### src/rtl/evpe_pkg.sv
// ----------------------------------------------------------------------------
// evpe_pkg
// Shared constants, codes and types of the encoder velocity and position
// estimator: filter coefficients, divider sizing, state and command types.
// ----------------------------------------------------------------------------
package evpe_pkg;

  // Fraction bits of the raw and filtered edge rate (counts per second).
  localparam int RATE_FRAC_BITS = 8;

  // Low-pass filter coefficients in Q0.16 and 2*pi in Q3.29.
  localparam logic [15:0] COEF_A     = 16'd55968;
  localparam logic [15:0] COEF_B     = 16'd4771;
  localparam logic [31:0] TWO_PI_Q29 = 32'd3373259426;

  // Register reset values.
  localparam logic [15:0] CPR_RESET     = 16'd1024;
  localparam logic [31:0] TIMEOUT_RESET = 32'd100000;

  // Configuration register indexes.
  localparam int   CFG_IDX_W   = 1;
  localparam logic REG_CPR     = 1'b0;
  localparam logic REG_TIMEOUT = 1'b1;

  // Input opcodes.
  localparam logic OPC_EDGE   = 1'b0;
  localparam logic OPC_SAMPLE = 1'b1;

  // Shared divider: 64-bit dividend, 32-bit divisor, one quotient bit a cycle.
  localparam int DIV_W     = 64;
  localparam int DSR_W     = 32;
  localparam int DIV_CNT_W = $clog2(DIV_W + 1);

  // Edge rate dividend is 1e6 * 2^RATE_FRAC_BITS plus half the edge interval.
  localparam logic [63:0] RATE_NUM      = 64'd1000000 << RATE_FRAC_BITS;
  localparam int          RATE_DIV_BITS = $clog2(RATE_NUM + 64'h0000_0000_8000_0000);

  // Velocity and angle scaling shifts and quotient sizes.
  localparam int VEL_SHIFT    = 13 + RATE_FRAC_BITS;
  localparam int VEL_DIV_BITS = 65 - VEL_SHIFT;
  localparam int ANG_SHIFT    = 13;
  localparam int ANG_DIV_BITS = 64 - ANG_SHIFT;

  // Controller states.
  typedef enum logic [3:0] {
    S_IDLE,
    S_EDGE_DIV,
    S_EDGE_WAIT,
    S_EDGE_WR,
    S_MUL_A,
    S_MUL_B,
    S_FILT,
    S_MUL_VEL,
    S_VEL_DIV,
    S_VEL_WAIT,
    S_VEL_WR,
    S_MUL_ANG,
    S_ANG_DIV,
    S_ANG_WAIT,
    S_ANG_WR
  } state_t;

  // Datapath operations issued by the controller.
  typedef enum logic [3:0] {
    OP_NOP,
    OP_LOAD,
    OP_EDGE_DIV,
    OP_EDGE_WR,
    OP_MUL_A,
    OP_MUL_B,
    OP_FILT,
    OP_MUL_VEL,
    OP_VEL_DIV,
    OP_VEL_WR,
    OP_MUL_ANG,
    OP_ANG_DIV,
    OP_ANG_WR
  } dp_op_t;

  typedef struct packed {
    dp_op_t op;
  } cmd_t;

  typedef struct packed {
    logic dt_zero;
    logic div_busy;
  } status_t;

  // Divider start request.
  typedef struct packed {
    logic                 start;
    logic [DIV_W-1:0]     dividend;
    logic [DSR_W-1:0]     divisor;
    logic [DIV_CNT_W-1:0] nbits;
  } div_req_t;

endpackage

### src/rtl/evpe_div.sv
// ----------------------------------------------------------------------------
// evpe_div
// Restoring bit-serial divider. The dividend arrives left-aligned so that
// only nbits steps are run; the quotient ends up in the low bits.
// ----------------------------------------------------------------------------
module evpe_div
  import evpe_pkg::*;
(
  input  logic             clk,
  input  logic             rst_n,
  input  div_req_t         req,
  output logic             busy,
  output logic [DIV_W-1:0] quotient
);

  logic [DIV_W-1:0]     quo_r, quo_nxt;
  logic [DSR_W-1:0]     rem_r, rem_nxt;
  logic [DSR_W-1:0]     dsr_r, dsr_nxt;
  logic [DIV_CNT_W-1:0] cnt_r, cnt_nxt;
  logic                 busy_r, busy_nxt;
  logic [DSR_W+1:0]     trial;

  // One trial subtraction per cycle.
  assign trial = {1'b0, rem_r, quo_r[DIV_W-1]} - {2'b00, dsr_r};

  always_comb begin
    quo_nxt  = quo_r;
    rem_nxt  = rem_r;
    dsr_nxt  = dsr_r;
    cnt_nxt  = cnt_r;
    busy_nxt = busy_r;
    if (req.start) begin
      quo_nxt  = req.dividend;
      rem_nxt  = '0;
      dsr_nxt  = req.divisor;
      cnt_nxt  = req.nbits;
      busy_nxt = 1'b1;
    end else if (busy_r) begin
      if (!trial[DSR_W+1]) begin
        rem_nxt = trial[DSR_W-1:0];
        quo_nxt = {quo_r[DIV_W-2:0], 1'b1};
      end else begin
        rem_nxt = {rem_r[DSR_W-2:0], quo_r[DIV_W-1]};
        quo_nxt = {quo_r[DIV_W-2:0], 1'b0};
      end
      cnt_nxt = cnt_r - DIV_CNT_W'(1);
      if (cnt_r == DIV_CNT_W'(1)) begin
        busy_nxt = 1'b0;
      end
    end
  end

  // Control state.
  always_ff @(posedge clk) begin
    if (!rst_n) begin
      busy_r <= 1'b0;
      cnt_r  <= '0;
    end else begin
      busy_r <= busy_nxt;
      cnt_r  <= cnt_nxt;
    end
  end

  // Operand and result registers.
  always_ff @(posedge clk) begin
    quo_r <= quo_nxt;
    rem_r <= rem_nxt;
    dsr_r <= dsr_nxt;
  end

  assign busy     = busy_r;
  assign quotient = quo_r;

endmodule

### src/rtl/evpe_dp.sv
// ----------------------------------------------------------------------------
// evpe_dp
// Datapath: configuration registers, estimator state, shared multiplier,
// shared divider and the output payload registers.
// ----------------------------------------------------------------------------
module evpe_dp
  import evpe_pkg::*;
(
  input  logic                 clk,
  input  logic                 rst_n,
  input  cmd_t                 cmd,
  output status_t              status,
  input  logic                 cfg_we,
  input  logic [CFG_IDX_W-1:0] cfg_index,
  input  logic [31:0]          cfg_wdata,
  input  logic [31:0]          in_time_us,
  input  logic                 in_direction,
  output logic [31:0]          out_angular_velocity,
  output logic [31:0]          out_position_count,
  output logic [31:0]          out_position_angle
);

  // Configuration.
  logic [15:0] cpr_r;
  logic [31:0] timeout_r;

  // Estimator state.
  logic [31:0] last_edge_r;
  logic [31:0] raw_r;
  logic [31:0] prev_r;
  logic [31:0] filt_r;
  logic [31:0] count_r;

  // Latched item and working registers.
  logic        item_dir_r;
  logic [31:0] item_time_r;
  logic [31:0] r_r;
  logic [63:0] p_r;
  logic [48:0] acc_r;
  logic [31:0] vel_r;

  // Output payload.
  logic [31:0] out_vel_r;
  logic [31:0] out_cnt_r;
  logic [31:0] out_ang_r;

  logic [31:0]      dt;
  logic [15:0]      cpr_eff;
  logic [31:0]      mag;
  logic [32:0]      mul_a;
  logic [31:0]      mul_b;
  logic [64:0]      mul_p;
  logic [49:0]      fsum;
  logic [33:0]      fshift;
  logic [31:0]      filt_nxt;
  logic [63:0]      rate_val;
  logic [64:0]      vel_q;
  logic [64:0]      ang_q;
  logic [63:0]      vel_val;
  logic [63:0]      ang_val;
  logic [31:0]      quo_sat;
  logic [31:0]      ang_nxt;
  logic [DIV_W-1:0] quo;
  logic             div_busy;
  div_req_t         div_req;

  assign dt      = item_time_r - last_edge_r;
  assign cpr_eff = (cpr_r == 16'd0) ? 16'd1 : cpr_r;
  assign mag     = count_r[31] ? (32'd0 - count_r) : count_r;

  // Shared multiplier operand selection.
  always_comb begin
    case (cmd.op)
      OP_MUL_A: begin
        mul_a = {1'b0, filt_r};
        mul_b = {16'd0, COEF_A};
      end
      OP_MUL_B: begin
        mul_a = {1'b0, r_r} + {1'b0, prev_r};
        mul_b = {16'd0, COEF_B};
      end
      OP_MUL_VEL: begin
        mul_a = {1'b0, filt_r};
        mul_b = TWO_PI_Q29;
      end
      OP_MUL_ANG: begin
        mul_a = {1'b0, mag};
        mul_b = TWO_PI_Q29;
      end
      default: begin
        mul_a = '0;
        mul_b = '0;
      end
    endcase
  end

  assign mul_p = 65'(mul_a) * 65'(mul_b);

  // Filter sum, rounding already folded into the accumulator.
  assign fsum     = 50'(acc_r) + 50'(p_r);
  assign fshift   = fsum[49:16];
  assign filt_nxt = (|fshift[33:32]) ? 32'hFFFF_FFFF : fshift[31:0];

  // Divider dividends with rounding offsets; the low shifts are exact floors.
  assign rate_val = RATE_NUM + 64'(dt[31:1]);
  assign vel_q    = 65'(p_r) + (65'(cpr_eff) << (VEL_SHIFT - 1));
  assign ang_q    = 65'(p_r) + (65'(cpr_eff) << (ANG_SHIFT - 1));
  assign vel_val  = 64'(vel_q >> VEL_SHIFT);
  assign ang_val  = 64'(ang_q >> ANG_SHIFT);

  always_comb begin
    div_req = '0;
    case (cmd.op)
      OP_EDGE_DIV: begin
        div_req.start    = 1'b1;
        div_req.dividend = rate_val << (DIV_W - RATE_DIV_BITS);
        div_req.divisor  = dt;
        div_req.nbits    = DIV_CNT_W'(RATE_DIV_BITS);
      end
      OP_VEL_DIV: begin
        div_req.start    = 1'b1;
        div_req.dividend = vel_val << (DIV_W - VEL_DIV_BITS);
        div_req.divisor  = 32'(cpr_eff);
        div_req.nbits    = DIV_CNT_W'(VEL_DIV_BITS);
      end
      OP_ANG_DIV: begin
        div_req.start    = 1'b1;
        div_req.dividend = ang_val << (DIV_W - ANG_DIV_BITS);
        div_req.divisor  = 32'(cpr_eff);
        div_req.nbits    = DIV_CNT_W'(ANG_DIV_BITS);
      end
      default: begin
        div_req = '0;
      end
    endcase
  end

  evpe_div u_div (
    .clk      (clk),
    .rst_n    (rst_n),
    .req      (div_req),
    .busy     (div_busy),
    .quotient (quo)
  );

  // Unsigned quotient clipped to 32 bits, and the signed angle.
  assign quo_sat = (|quo[63:32]) ? 32'hFFFF_FFFF : quo[31:0];

  always_comb begin
    if (count_r[31]) begin
      if (|quo[63:31]) begin
        ang_nxt = 32'h8000_0000;
      end else begin
        ang_nxt = 32'd0 - quo[31:0];
      end
    end else begin
      if (|quo[63:31]) begin
        ang_nxt = 32'h7FFF_FFFF;
      end else begin
        ang_nxt = quo[31:0];
      end
    end
  end

  // Configuration and estimator state.
  always_ff @(posedge clk) begin
    if (!rst_n) begin
      cpr_r       <= CPR_RESET;
      timeout_r   <= TIMEOUT_RESET;
      last_edge_r <= '0;
      raw_r       <= '0;
      prev_r      <= '0;
      filt_r      <= '0;
      count_r     <= '0;
    end else begin
      if (cfg_we) begin
        case (cfg_index)
          REG_CPR:     cpr_r     <= cfg_wdata[15:0];
          REG_TIMEOUT: timeout_r <= cfg_wdata;
          default:     cpr_r     <= cpr_r;
        endcase
      end
      case (cmd.op)
        OP_EDGE_WR: begin
          raw_r       <= status.dt_zero ? 32'hFFFF_FFFF : quo_sat;
          last_edge_r <= item_time_r;
          count_r     <= item_dir_r ? (count_r + 32'd1) : (count_r - 32'd1);
        end
        OP_MUL_A: begin
          // An idle encoder clears the raw rate from the next sample on.
          if (dt > timeout_r) begin
            raw_r <= '0;
          end
        end
        OP_FILT: begin
          filt_r <= filt_nxt;
          prev_r <= r_r;
        end
        default: begin
          raw_r <= raw_r;
        end
      endcase
    end
  end

  // Item and working registers.
  always_ff @(posedge clk) begin
    case (cmd.op)
      OP_LOAD: begin
        item_time_r <= in_time_us;
        item_dir_r  <= in_direction;
      end
      OP_MUL_A: begin
        r_r <= raw_r;
        p_r <= mul_p[63:0];
      end
      OP_MUL_B: begin
        acc_r <= 49'(p_r[47:0]) + 49'd32768;
        p_r   <= mul_p[63:0];
      end
      OP_MUL_VEL, OP_MUL_ANG: begin
        p_r <= mul_p[63:0];
      end
      OP_VEL_WR: begin
        vel_r <= quo_sat;
      end
      OP_ANG_WR: begin
        out_vel_r <= vel_r;
        out_cnt_r <= count_r;
        out_ang_r <= ang_nxt;
      end
      default: begin
        p_r <= p_r;
      end
    endcase
  end

  assign status.dt_zero  = (dt == 32'd0);
  assign status.div_busy = div_busy;

  assign out_angular_velocity = out_vel_r;
  assign out_position_count   = out_cnt_r;
  assign out_position_angle   = out_ang_r;

endmodule

### src/rtl/evpe_ctrl.sv
// ----------------------------------------------------------------------------
// evpe_ctrl
// Controller: input and output handshakes and the sequence of datapath
// operations for edge events and sample requests.
// ----------------------------------------------------------------------------
module evpe_ctrl
  import evpe_pkg::*;
(
  input  logic    clk,
  input  logic    rst_n,
  input  logic    in_valid,
  input  logic    in_opcode,
  output logic    in_stall,
  output logic    out_valid,
  input  logic    out_stall,
  output cmd_t    cmd,
  input  status_t status
);

  state_t state_r, state_nxt;
  logic   out_valid_r, out_valid_nxt;
  logic   out_free;

  // The output register can take a new result when empty or being drained.
  assign out_free = !out_valid_r || !out_stall;

  always_comb begin
    state_nxt     = state_r;
    cmd.op        = OP_NOP;
    out_valid_nxt = out_valid_r && out_stall;
    case (state_r)
      S_IDLE: begin
        if (in_valid) begin
          cmd.op    = OP_LOAD;
          state_nxt = (in_opcode == OPC_SAMPLE) ? S_MUL_A : S_EDGE_DIV;
        end
      end
      S_EDGE_DIV: begin
        // Zero interval saturates without a division.
        if (status.dt_zero) begin
          state_nxt = S_EDGE_WR;
        end else begin
          cmd.op    = OP_EDGE_DIV;
          state_nxt = S_EDGE_WAIT;
        end
      end
      S_EDGE_WAIT: begin
        if (!status.div_busy) begin
          state_nxt = S_EDGE_WR;
        end
      end
      S_EDGE_WR: begin
        cmd.op    = OP_EDGE_WR;
        state_nxt = S_IDLE;
      end
      S_MUL_A: begin
        cmd.op    = OP_MUL_A;
        state_nxt = S_MUL_B;
      end
      S_MUL_B: begin
        cmd.op    = OP_MUL_B;
        state_nxt = S_FILT;
      end
      S_FILT: begin
        cmd.op    = OP_FILT;
        state_nxt = S_MUL_VEL;
      end
      S_MUL_VEL: begin
        cmd.op    = OP_MUL_VEL;
        state_nxt = S_VEL_DIV;
      end
      S_VEL_DIV: begin
        cmd.op    = OP_VEL_DIV;
        state_nxt = S_VEL_WAIT;
      end
      S_VEL_WAIT: begin
        if (!status.div_busy) begin
          state_nxt = S_VEL_WR;
        end
      end
      S_VEL_WR: begin
        cmd.op    = OP_VEL_WR;
        state_nxt = S_MUL_ANG;
      end
      S_MUL_ANG: begin
        cmd.op    = OP_MUL_ANG;
        state_nxt = S_ANG_DIV;
      end
      S_ANG_DIV: begin
        cmd.op    = OP_ANG_DIV;
        state_nxt = S_ANG_WAIT;
      end
      S_ANG_WAIT: begin
        if (!status.div_busy) begin
          state_nxt = S_ANG_WR;
        end
      end
      S_ANG_WR: begin
        // Hold the finished result until the output register is free.
        if (out_free) begin
          cmd.op        = OP_ANG_WR;
          out_valid_nxt = 1'b1;
          state_nxt     = S_IDLE;
        end
      end
      default: begin
        state_nxt = S_IDLE;
      end
    endcase
  end

  always_ff @(posedge clk) begin
    if (!rst_n) begin
      state_r     <= S_IDLE;
      out_valid_r <= 1'b0;
    end else begin
      state_r     <= state_nxt;
      out_valid_r <= out_valid_nxt;
    end
  end

  assign in_stall  = (state_r != S_IDLE);
  assign out_valid = out_valid_r;

endmodule

### src/rtl/encoder_velocity_position_estimator.sv
// ----------------------------------------------------------------------------
// encoder_velocity_position_estimator
// Encoder edge-period rate estimator with IIR low-pass filter, position
// counter and angle and angular velocity outputs.
// ----------------------------------------------------------------------------
// Usage:
//   Input channel (in_valid / in_stall): an item is an encoder edge
//   (in_opcode 0, with in_time_us and in_direction) or a sample request
//   (in_opcode 1, with in_time_us). A transfer happens on a clock edge with
//   in_valid high and in_stall low. Edges give no result; each sample
//   request gives one result on the output channel (out_valid / out_stall).
//   One item is processed at a time. An edge holds the block through its
//   rate division; a sample request through its filter step and its
//   velocity and angle divisions. The divisions run on the shared
//   bit-serial divider, which retires one quotient bit per cycle.
//   A result sits in an output register, so the next item is taken while it
//   waits. If the receiver stalls so long that the next result is ready,
//   that sample waits in its last step and input stays stalled.
//   Configuration writes (cfg_we, cfg_index, cfg_wdata) take effect at once
//   and are to be made by the user while the block is idle; the block does not enforce this.
//   Synchronous reset clears the state, restores register defaults
//   (1024 counts per revolution, 100000 us timeout) and drops out_valid.
// ----------------------------------------------------------------------------
module encoder_velocity_position_estimator
  import evpe_pkg::*;
(
  input  logic                 clk,
  input  logic                 rst_n,
  input  logic                 cfg_we,
  input  logic [CFG_IDX_W-1:0] cfg_index,
  input  logic [31:0]          cfg_wdata,
  input  logic                 in_valid,
  output logic                 in_stall,
  input  logic                 in_opcode,
  input  logic [31:0]          in_time_us,
  input  logic                 in_direction,
  output logic                 out_valid,
  input  logic                 out_stall,
  output logic [31:0]          out_angular_velocity,
  output logic signed [31:0]   out_position_count,
  output logic signed [31:0]   out_position_angle
);

  cmd_t        cmd;
  status_t     status;
  logic [31:0] pos_count;
  logic [31:0] pos_angle;

  evpe_ctrl u_ctrl (
    .clk       (clk),
    .rst_n     (rst_n),
    .in_valid  (in_valid),
    .in_opcode (in_opcode),
    .in_stall  (in_stall),
    .out_valid (out_valid),
    .out_stall (out_stall),
    .cmd       (cmd),
    .status    (status)
  );

  evpe_dp u_dp (
    .clk                  (clk),
    .rst_n                (rst_n),
    .cmd                  (cmd),
    .status               (status),
    .cfg_we               (cfg_we),
    .cfg_index            (cfg_index),
    .cfg_wdata            (cfg_wdata),
    .in_time_us           (in_time_us),
    .in_direction         (in_direction),
    .out_angular_velocity (out_angular_velocity),
    .out_position_count   (pos_count),
    .out_position_angle   (pos_angle)
  );

  assign out_position_count = $signed(pos_count);
  assign out_position_angle = $signed(pos_angle);

endmodule

### config.mk
export PLATFORM = sky130hd
export DESIGN_NAME = encoder_velocity_position_estimator
export DESIGN_NICKNAME = d
export VERILOG_FILES = /design/src/rtl/evpe_pkg.sv /design/src/rtl/evpe_div.sv /design/src/rtl/evpe_dp.sv /design/src/rtl/evpe_ctrl.sv /design/src/rtl/encoder_velocity_position_estimator.sv
export SDC_FILE = /design/constraint.sdc
export NUM_CORES = 2
export LEC_CHECK = 0
export BUFFER_PORTS_ARGS = -buffer_cell sky130_fd_sc_hd__clkbuf_2
export CORE_ASPECT_RATIO = 0.9
export CORE_UTILIZATION = 37
export DETAILED_ROUTE_END_ITERATION = 7
export SLEW_MARGIN = 20
export SYNTH_ARGS = -nofsm -noshare
export SYNTH_HDL_FRONTEND = slang
export SYNTH_HIERARCHICAL = 1
export SYNTH_SLANG_ARGS = --single-unit
### constraint.sdc
create_clock -name clk -period 13.4 [get_ports clk]
set_input_delay 0.67 -clock clk [delete_from_list [all_inputs] [get_ports clk]]
set_output_delay 0.67 -clock clk [all_outputs]
set_load 0.01 [all_outputs]
[Word-level counts from Yosys, hierarchy flattened]
Cells that the tools add are included.
Word-level totals
  memory bits (writable): 0
  input bits: 72
  bits in read-only memories: 0
  register bits after elaboration: 655
  memories: 0
  output and inout bits: 98
  latch bits: 0
Operators by class
  equal/unequal tests: 33
  reductions and logical operators: 20
  shift operators: 0
  multipliers: 1
  order comparisons: 1
  $add $sub $neg: 13
  mux-type cells: 37
  divide/modulo/power cells: 0
  bitwise gates (word level): 1
Operators with widths (number)
  2-to-1 mux 32 bit: 10
  case mux 104 bit (3 select lines): 1
  2-to-1 mux 64 bit: 2
  case mux 33 bit (3 select lines): 1
  case mux 32 bit (3 select lines): 1
  adder 64 x 36 -> 65 bit: 1
  adder 64 x 28 -> 64 bit: 1
  multiplier 33 x 32 -> 64 bit: 1
  case mux 32 bit (2 select lines): 1
  subtractor 1 x 32 -> 32 bit (first input constant): 2
  case mux 4 bit (14 select lines): 1
  adder 49 x 50 -> 50 bit: 1
  adder 48 x 16 -> 49 bit (second input constant): 1
  equality test 4 bit (second input constant): 12
  case mux 4 bit (12 select lines): 1
  subtractor 33 x 32 -> 34 bit: 1
  adder 32 x 32 -> 33 bit: 1
  OR reduction 33 bit: 1
  adder 28 x 31 -> 32 bit (first input constant): 1
  adder 32 x 1 -> 32 bit (second input constant): 1
  equality test 4 x 3 -> 1 bit (second input constant): 8
  > comparator 32 bit: 1
  zero test 32 bit: 1
  OR reduction 32 bit: 1
  other kinds (26): 53

[Logic depth before layout (Yosys ltp)]
  word-level depth: 8
  mapped depth: 54
  depth with buffers taken out: 51

[Hierarchy]
Netlist, hierarchy kept.
Modules (own cells, without submodules)
  evpe_dp: cells each 5595, times used 1, area an instance 50941.4 um2, sequential area each 13352.8 um2
  evpe_div: cells each 663, times used 1, area an instance 7384.6 um2, sequential area each 3683.5 um2
  evpe_ctrl: cells each 63, times used 1, area an instance 451.7 um2, sequential area each 100.1 um2

[Worst setup path after synthesis]
Ideal clock, no wire load.
  path type: register -> register
  start point: register u_dp.item_time_r[0]
  end point: register u_dp.p_r[60], data pin
  library setup time: 0.263 ns
  required time: 13.137 ns
  setup slack: 0.132 ns
  stages on the path, launching flop included: 51
  path buffers: 5
  data arrival time: 13.005 ns
  path through: edfxtp_1 -> inv_1 -> ha_1 -> inv_1 -> fa_1 -> a21o_1 -> a41oi_2 -> nand3_1 -> and3_1 -> or3_4 -> o211ai_1 -> nand4_1 -> or4_1 -> nor3_1 -> nand4_1 -> nor3_1 -> o221ai_1 -> nor2b_1 -> (+15 left out) -> fa_1 -> fa_1 -> inv_1 -> fa_1 -> inv_1 -> ha_1 -> clkbuf_1 -> a21o_1 -> a21o_1 -> a21oi_1 -> o21ai_0 -> o31ai_1 -> o21a_1 -> o31ai_1 -> a311o_1 -> a221o_1 -> a21oi_1 -> xnor2_1
RTL lines
  start, declared: RTL line evpe_dp.sv:36  | logic [31:0] item_time_r;
  start signal, assigned: RTL line evpe_dp.sv:210  | item_time_r <= in_time_us;
  end signal, assigned: RTL line evpe_dp.sv:215  | p_r <= mul_p[63:0];
  end signal, assigned: RTL line evpe_dp.sv:219  | p_r <= mul_p[63:0];
  end signal, assigned: RTL line evpe_dp.sv:222  | p_r <= mul_p[63:0];
  end, declared: RTL line evpe_dp.sv:38  | logic [63:0] p_r;

==> impl_results.md <==
* Portion of total power attributed to the clock network at between 15 and 20%
* Transition time at the pin with the least slew margin at around 1.1 ns
* HPWL reported at the end of detailed placement at ~160,000 um
* Hold buffer count at CTS at 0
* Worst Clk Skew at 0.0602 ns
* Worst Path Required at ~14 ns
* Register-to-register setup slack at about 0.65 ns
* Number of enable flip-flop cells after synthesis at around 400
* Worst Hold End: u_dp/item_dir_r
* Net switching component of the power at approximately 5.1 mW
* Power after layout at 11.2 mW
* Global-route wire length before repair at between 200,000 and 300,000 um
* Die height at around 380 um
* Number of design-rule violations left by the first detailed-router iteration at between 4,000 and 5,000
* RR Endpoint: u_dp/p_r[60]
* Part of the cycle the worst path needs at around 95%
* Total routing usage reported by global routing at a little under a quarter
* Clock tree from TritonCTS: yes
* Final critical path time including I/O delays and setup at 12.75 ns
* Critical path capture point type: register
* Maximum buffer depth of the clock tree at 3
* Worst setup timing slack at the placement stage at between 0.6 and 0.7 ns
* Core Area at between 0.15 and 0.2 mm2
* Number of top-level pins at 170
* Total Die Area at 0.160 mm2
* Remaining global-route overflow at 0
* Floorplan die width at between 400 and 500 um
* Syn-to-layout area delta at 11.3%
* Combinational power share at a little over half
* GPL Wtd Cong at 1.02
* Cell Pwr Density at ~170 mW/mm2
* Remaining number of nets flagged by the antenna check after routing at 0
* CP max stage cell: sky130_fd_sc_hd__fa_1
* Total wirelength of the detailed-routed design at 192,000 um
* Leading register cell type out of synthesis: sky130_fd_sc_hd__edfxtp_1
* Cell Int Power at between 6 and 7 mW
* Post-detailed-route DRC marker count at 0
* Clock sink total at 655
* Highest net fanout along the worst path at 17
* Unique cell type count in the Yosys netlist at ~100
* Number of port buffers at 169
* R2r worst-path depth at 50
* Leading cell types in the layout, fill and taps excluded: sky130_fd_sc_hd__inv_1 (914), sky130_fd_sc_hd__nand2_1 (677), sky130_fd_sc_hd__ha_1 (673)
* Synth Area per Inst at between 9 and 10 um2
* Most common cell after layout, fill and taps aside: sky130_fd_sc_hd__inv_1
* Cell Count, Final, Fillers Out at 8,710
* Total leakage power at roughly 31 nW
* Upper clock frequency limit at 78.4 MHz
* Area share of the largest cell type after synthesis at 20.5%
* Vias at roughly 47,000
* Count of endpoints failing setup in the final report at 0
* Sequential-to-total area share from yosys stat at between 20% and 30%
* Hold crit path type: in2reg
* Crit path buf inv count at 12
* Clock insertion delay at the later pin of the skew report at about 0.70 ns
* Total clock buffers created by CTS at 76
* Vias in the first global route at ~45,000
* WL per Instance at ~22 um
* Reg-to-Reg Start: u_dp/item_time_r[0]
* Initial antenna violation count at 11
* CP Class: reg2reg
* Cell Area, Synth at approximately 0.059 mm2
* Maximum number of pins on one net before global-route repair at 76
* Count of pins over their slew limit at 0
* Flip-flop and latch count after synthesis at ~660
* Outcome: complete, no violations
* Crit path setup slack, layout at 0.650 ns
* Worst-path clk slew at approximately 0.060 ns
* Worst setup SP type: register
* Total number of H-tree levels at 3
* Slowest stage delay, CP at approximately 0.54 ns
* Initial Utilization at between 30% and 40%
* Gate count after technology mapping at around 6,300
* Synth area leader: sky130_fd_sc_hd__edfxtp_1
* Async set-or-reset flop fraction in the synthesized netlist at 0%
* Start point of the worst hold path: in_direction
* Site row count at 138
* Max VDD drop at roughly 110 uV
* Switching power as a share of total power at between 40% and 50%
* Top cell by count, worst path: sky130_fd_sc_hd__fa_1
* Via/cell ratio at ~5.4
* Crit path arrival time at approximately 13 ns
* Fraction of final layout cells with drive strength greater than 1 at 9.75%
* Top delay family on crit path: adder cells
* Number of hold-slack violations in the final timing report at 0
* Top post-synthesis cells by area: sky130_fd_sc_hd__edfxtp_1 (21%), sky130_fd_sc_hd__ha_1 (14%), sky130_fd_sc_hd__fa_1 (14%)
* Count of max-cap constraint violations at 0
* Final nets at about 7,700
* Cell at the root of the clock tree: sky130_fd_sc_hd__clkbuf_16
* DRT Pass-1 Iters at 7
* Count of warnings emitted by yosys at 6
* Slew margin rel. at 22.5%
* Worst hold path cell count at 1
* Worst hold-check slack at approximately 0.15 ns
* Relative contribution of sequential cells to total power at 29.5%
* Cell count after placement at 8,564
* TNS Setup at 0 ns
what timing repair did:
action	in CTS	in global routing
buffers inserted	0	1
endpoints found under the setup margin	0	15
resized for setup	0	19
registers in the layout, indices dropped and copies added, names as in the netlist, 4 cells and up:
| register | cells |
|---|---|
| u_dp/timeout_r | 32 |
| u_ctrl/state_r | 4 |
| u_dp/raw_r | 32 |
| u_dp/acc_r | 49 |
| u_dp/vel_r | 32 |
| u_dp/prev_r | 32 |
| u_dp/count_r | 32 |
| u_dp/filt_r | 32 |
| u_dp/out_angular_velocity | 32 |
| u_dp/out_position_count | 32 |
| u_dp/u_div/rem_r | 32 |
| u_dp/out_position_angle | 32 |
| u_dp/r_r | 32 |
| u_dp/u_div/quotient | 64 |
| u_dp/u_div/dsr_r | 32 |
| u_dp/last_edge_r | 32 |
| u_dp/item_time_r | 32 |
| u_dp/p_r | 64 |
| u_dp/cpr_r | 16 |
| u_dp/u_div/cnt_r | 7 |
Yosys cell counts, drive strengths merged (20+ instances only):
cell type	n
fa	417
or3	68
o21ai	253
o211ai	34
o211a	35
o21bai	32
a21oi	469
a311oi	29
ha	673
xnor2	226
o31ai	29
mux2	65
a21o	158
nand2b	50
a31oi	42
and2	51
dfxtp	253
nor4	28
nor3	73
edfxtp	402
xor2	154
a211oi	39
nand2	682
nor2b	61
nand3	93
buf	27
nor2	331
a22oi	20
clkbuf	200
or2	24
o21a	45
and3	50
nand4	59
inv	922
worst reg2reg max path, delay by kind of cell (launching register included):
kind                     cells  cell delay (ns)
adder cells (fa/ha/maj)     11             4.60
AND/OR/NAND/NOR             13             2.94
flip-flops                   1             0.38
AO/OA/AOI/OAI               13             2.90
XOR/XNOR                     1             0.08
buffers and inverters       12             1.55
layer usage:
layer,vias to the layer above,wire [um],GRT usage [%]
met5,-,34,0
met3,223,14800,4.18
met1,22900,88600,34.2
met2,1612,83800,36.2
met4,6,4860,5.68
li1,22000,-,-
how the worst max path moves through the flow:
stage	start	endpoint	slack (ns)	depth (start not counted)
after floorplan	u_dp/item_time_r[0]	u_dp/p_r[60]	0.13	50
after global placement	u_dp/item_time_r[0]	u_dp/p_r[61]	0.73	49
after detailed placement	u_dp/item_time_r[0]	u_dp/p_r[61]	0.64	51
after CTS	u_dp/item_time_r[0]	u_dp/p_r[61]	0.50	51
after global routing	u_dp/item_time_r[0]	u_dp/p_r[61]	-0.009	51
final	u_dp/item_time_r[0]	u_dp/p_r[60]	0.65	50
per-stage QoR:
step | util [%] | area, um2
2_1_floorplan | - | 58900
3_3_place_gp | 39.9 | 62900
3_5_place_dp | 39.9 | 62900
4_1_cts | 41.5 | 65300
5_1_grt | 41.5 | 65400
6_report | 41.5 | 65400
area by class of cell:
type	count	area (um2)
Fill cell	15600	92100
Clock inverter	44	398
Tap cell	2100	2630
Multi-Input combinational cell	4538	37500
Clock buffer	98	2090
Sequential cell	655	17100
Inverter	923	3470
Antenna cell	3	7.51
Timing Repair Buffer	349	2220
power by group through the flow:
stage	logic, mW	registers (mW)	clock network (mW)
after floorplan	4.15	3.00	0
after global placement	5.70	3.33	0
after detailed placement	5.75	3.34	0
after CTS	5.79	3.30	2.13
after global routing	6.44	3.35	2.19
final	5.84	3.32	2.08
logic make-up after synthesis:
kind of cell    after synthesis  share of synthesized area [%]
simple gates               1627                           12.9
compound gates             1339                           14.8
xor+xnor                    380                           5.69
fa+ha+maj                  1090                           28.5
buf+inv                    1150                           7.48
other cells                   2                         0.0128
mux                          78                           1.47
flops                       655                           29.2
Power figures use the tool's default switching activity.
